**src/sv/windowed_variance_pose_gate_unit_assert.svh**
```systemverilog
// ----------------------------------------------------------------------------
// Assertion macros for the windowed variance pose gate
// Shared property wrappers with a common clock and active-low reset.
// ----------------------------------------------------------------------------
`ifndef WINDOWED_VARIANCE_POSE_GATE_UNIT_ASSERT_SVH
`define WINDOWED_VARIANCE_POSE_GATE_UNIT_ASSERT_SVH

// Same-cycle implication, disabled while reset is asserted.
`define WVPG_ASSERT_IMPL(label, clk, rst_n, ante, cons, msg) \
    label: assert property (@(posedge clk) disable iff (!(rst_n)) (ante) |-> (cons)) \
        else $error(msg);

// Next-cycle implication, disabled while reset is asserted.
`define WVPG_ASSERT_NEXT(label, clk, rst_n, ante, cons, msg) \
    label: assert property (@(posedge clk) disable iff (!(rst_n)) (ante) |=> (cons)) \
        else $error(msg);

`endif

```
**src/sv/wvpg_pkg.sv**
```systemverilog
// ----------------------------------------------------------------------------
// Windowed variance pose gate package
// Field widths, register reset value and pose data types.
// ----------------------------------------------------------------------------
package wvpg_pkg;

    localparam int DATA_W     = 24;
    localparam int THR_W      = 40;
    localparam int WINDOW_DEF = 5;
    localparam int SQ_W       = 2 * DATA_W - 1;

    // 0.35 square metres in units of 2^-24.
    localparam logic [THR_W-1:0] THR_RESET = 40'd5872026;

    typedef logic signed [DATA_W-1:0] t_sample;

    typedef struct packed {
        t_sample y;
        t_sample x;
    } t_xy;

    // x sits in the lowest bits, heading in the highest.
    typedef struct packed {
        t_sample heading;
        t_sample y;
        t_sample x;
    } t_pose;

    localparam int POSE_W  = $bits(t_pose);
    localparam int TDATA_W = ((POSE_W + 7) / 8) * 8;

endpackage

```
**src/sv/wvpg_cell.sv**
```systemverilog
// ----------------------------------------------------------------------------
// Window cell
// Holds one x/y pair of the sliding window and passes it on at each shift.
// ----------------------------------------------------------------------------
module wvpg_cell (
    input  logic          i_clk,
    input  logic          i_shift,
    input  wvpg_pkg::t_xy i_xy,
    output wvpg_pkg::t_xy o_xy
);
    import wvpg_pkg::*;

    t_xy r_xy;

    always_ff @(posedge i_clk) begin
        if (i_shift) begin
            r_xy <= i_xy;
        end
    end

    assign o_xy = r_xy;

endmodule

```
**config.mk**
```make
export PLATFORM = sky130hd
export DESIGN_NAME = wvpg_cell
export DESIGN_NICKNAME = d
export VERILOG_FILES = /design/src/sv/windowed_variance_pose_gate_unit_assert.svh /design/src/sv/wvpg_pkg.sv /design/src/sv/wvpg_cell.sv
export SDC_FILE = /design/constraint.sdc
export NUM_CORES = 1
export LEC_CHECK = 0
export BUFFER_PORTS_ARGS = -buffer_cell sky130_fd_sc_hd__buf_2
export CAP_MARGIN = 40
export CORE_MARGIN = 5
export CORE_UTILIZATION = 43
export DETAILED_ROUTE_END_ITERATION = 6
export MAX_ROUTING_LAYER = met4
export PLACE_DENSITY = 0.94
export SYNTH_ARGS = -nofsm -noshare
export SYNTH_HDL_FRONTEND = slang
export SYNTH_SLANG_ARGS = --single-unit
```
**constraint.sdc**
```tcl
create_clock -name i_clk -period 0.8 [get_ports i_clk]
set_input_delay 0.08 -clock i_clk [delete_from_list [all_inputs] [get_ports i_clk]]
set_output_delay 0.08 -clock i_clk [all_outputs]
set_load 0.05 [all_outputs]
```
### Word level (Yosys, flattened, before mapping)

Index checks and enable logic that the tools add are counted.

* flip-flop bits (word level): 48
* output and inout bits: 48
* logic and storage cells: 2

### Logic depth before layout (Yosys ltp)

* word-level depth: 0
* depth in mapped cells: 0
* gate-level depth less buffers: 0

### Worst setup path before layout

OpenSTA, ideal clock, no wires.

* path kind: reg2out
* from: register r_xy, in the netlist o_xy[0]
* to: output o_xy[0] (netlist name)
* arrival time: 0.601 ns
* required time: 0.720 ns
* path slack: 0.119 ns
* cell stages (with the launch flop): 1
* buffers on the path: 0
* cells stage by stage: edfxtp_1

RTL lines
* start: declaration: RTL line wvpg_cell.sv:13 `t_xy r_xy;`
* start signal: assignment: RTL line wvpg_cell.sv:17 `r_xy <= i_xy;`
* end: declaration: RTL line wvpg_cell.sv:9 `output wvpg_pkg::t_xy o_xy`

No word-level cell between the ends.

### Final worst setup path

* from: register r_xy, in the netlist o_xy[13]
* to: output o_xy[13] (netlist name)

No word-level cell between the ends.

==> results.toml <==
[status]
violations = "negative setup slack"
status = "complete, but fails checks"

[layout]
num-multi-input-gates = 0
fin_nets = 252
multi_input_area_um2 = 0
area_growth_pct = 98.2
largest_register_ffs = 48
fillCellCount = 148
drive_gt1_share_pct = 51.2
regArea_mm2 = 0.00144
design_area_mm2 = 0.00286

[placement]
port_buffers = 97
placed_area_mm2 = 0.00202
gp_congestion = 0.635

[power]
p_total_mw = 5.61
p_switching_mw = 1.67
p_leak_nw = 1.20
p_sw_share_pct = 29.8
ir_drop_mv = 1.54
internal_power_mw = 3.94
pwr-share-seq_pct = 55.1
p_per_area_mw_per_mm2 = 1960
clockPowerShare_pct = 18.3
comb_power_share_pct = 26.7

[worst_hold_path]
min_path_cells = 2
min_path_type = "in2reg"

[floorplan]
initial_utilization_pct = 43.9
die_y_um = 67.9
fp.dieW_um = 67.9
die_area_mm2 = 0.00461
core.rowCount = 21
pin_count = 98
coreArea_mm2 = 0.00328

[synthesis]
synth_async_sr_flop_share_pct = 0
synth_fp_nets = 98
synth_top_cell_by_area = "edfxtp_1"
ys_ff_latch = 48
syn_avg_cell_area_um2 = 30.0
ys.warnings.count = 0
synth_edf_count = 48
ys_types = 1
synthCells = 48
syn-cell-area_mm2 = 0.00144
synthFlopType = "edfxtp_1"
yosysSeqAreaShare_pct = 100
netlist.area_leader.share_pct = 100
synth_common_cells = "edfxtp_1"
synthTopCellsByArea = "edfxtp_1"
yosysMostFrequentCell = "edfxtp_1"

[job]
drv_cap = 0

[sta]
final-setup-viol-count = 48
tightestPinTransition_ps = 140
max_freq_mhz = 960
finalWorstSetupSlack_ps = -241
rsz0062_at_grt = "yes"
timing.final.max_slew_violations = 0
finalHoldViolCount = 0
layout_min_cycle_time_ps = 1040
fin_crit_sh_pct = 130
slew_headroom_pct = 90.6

[drt]
first_pass_iters = 2
vias_per_cell = 4.27
drt_first_iter_violations = 49
vias = 1068
ant_nets = 0
route.detailed.drc = 0
wl_per_cell_um = 17.0
routed_wl_um = 4240

[clock_network]
tritoncts = "yes"
post_cts_buffers = 0
cts_sinks = 48
cts_buffers = 5
clk_path_buf_depth = 2
clk_pin_slew_worst_paths_ps = 130
root_buffer = "clkbuf_4"
cts_max_level = 2

[critical_path]
cpMaxStageDelayCell = "edfxtp_1"
critical_path.max_stage_delay_ps = 440
crit_required_ps = 720
setup.worst_path.end_class = "output port"
critPathLaunchType = "flip-flop"
worstSetupPathType = "reg2out"
cp-endpoint = "o_xy[13]"
critPathBufInv = 1
cp_cell_sequence = "buf_6"
cp.depth = 1
cp_max_fo = 1
cp.arrival_ps = 960
cp_top_family = "flip-flops"
cp-startpoint = "o_xy[13]$_DFFE_PP_"

[grt]
grt_pass1_wl_um = 6050
grt_overflow = 0
grt_max_degree = 27
antenna_found_initial = 1
grt_use_total_pct = 20.2
grt_pass1_vias = 1250
-- cell families (layout without fill, tap and decap cells) --
family / Yosys count / after routing / synth area share (%)
buf+inv: 0 / 155 / 0
other cells: 0 / 1 / 0
flops: 48 / 48 / 100
-- through the flow --
step           hold WS, ps  cells  util [%]  TNS, ps  worst slack [ps]
2_1_floorplan          179     48         -        0               119
3_3_place_gp           256    193      61.6        0              89.8
3_5_place_dp           258    193      61.6        0              74.7
4_1_cts                172    249      86.9   -10240              -244
5_1_grt                178    250      87.0   -11650              -271
6_report               189    250      87.0    -9460              -241
-- layer usage --
| layer | track usage, % | vias to the layer above | wire, µm |
|---|---|---|---|
| li1 | - | 502 | - |
| met1 | 16.1 | 494 | 1230 |
| met2 | 38.8 | 61 | 2500 |
| met3 | 5.91 | 11 | 377 |
| met4 | 12.9 | 0 | 129 |
| met5 | - | - | 0 |
-- power groups by stage --
stage	combinational (mW)	clock, mW	sequential, mW
3_5_place_dp	1.07	0	3.09
6_report	1.50	1.02	3.09
5_1_grt	1.54	1.17	3.10
3_3_place_gp	1.06	0	3.08
4_1_cts	1.48	1.06	3.08
2_1_floorplan	0	0	3.80
-- cell type report --
type                  instances  area share, %
Timing Repair Buffer        147           45.7
Sequential cell              48           50.5
Tap cell                     46           2.01
Antenna cell                  1         0.0876
Clock buffer                  7           1.58
Clock inverter                1          0.131
-- timing repair --
item | 4_1_cts | 5_1_grt
gates resized for setup | 96 | 0
endpoints found under the setup margin | 48 | 48
pin swaps | 0 | 0
hold buffers | 48 | 0
hold endpoints to repair | 48 | 0
-- how the worst min path moves through the flow --
stage / start / slack (ps) / endpoint
after global placement: i_xy[18] / 260 / o_xy[18]$_DFFE_PP_
after detailed placement: i_xy[30] / 260 / o_xy[30]$_DFFE_PP_
final: i_shift / 190 / o_xy[13]$_DFFE_PP_
after floorplan: i_xy[0] / 180 / o_xy[0]$_DFFE_PP_
after CTS: i_shift / 170 / o_xy[12]$_DFFE_PP_
after global routing: i_shift / 180 / o_xy[29]$_DFFE_PP_
-- cell usage in the layout (no fill, tap or decap) --
| cell | count |
|---|---|
| edfxtp_1 | 48 |
| clkbuf_1 | 2 |
| dlygate4sd3_1 | 48 |
| diode_2 | 1 |
| buf_6 | 48 |
| clkinv_1 | 1 |
| buf_12 | 2 |
| buf_2 | 49 |
| clkbuf_4 | 5 |
Note: power is estimated with default switching activity, not from simulation.
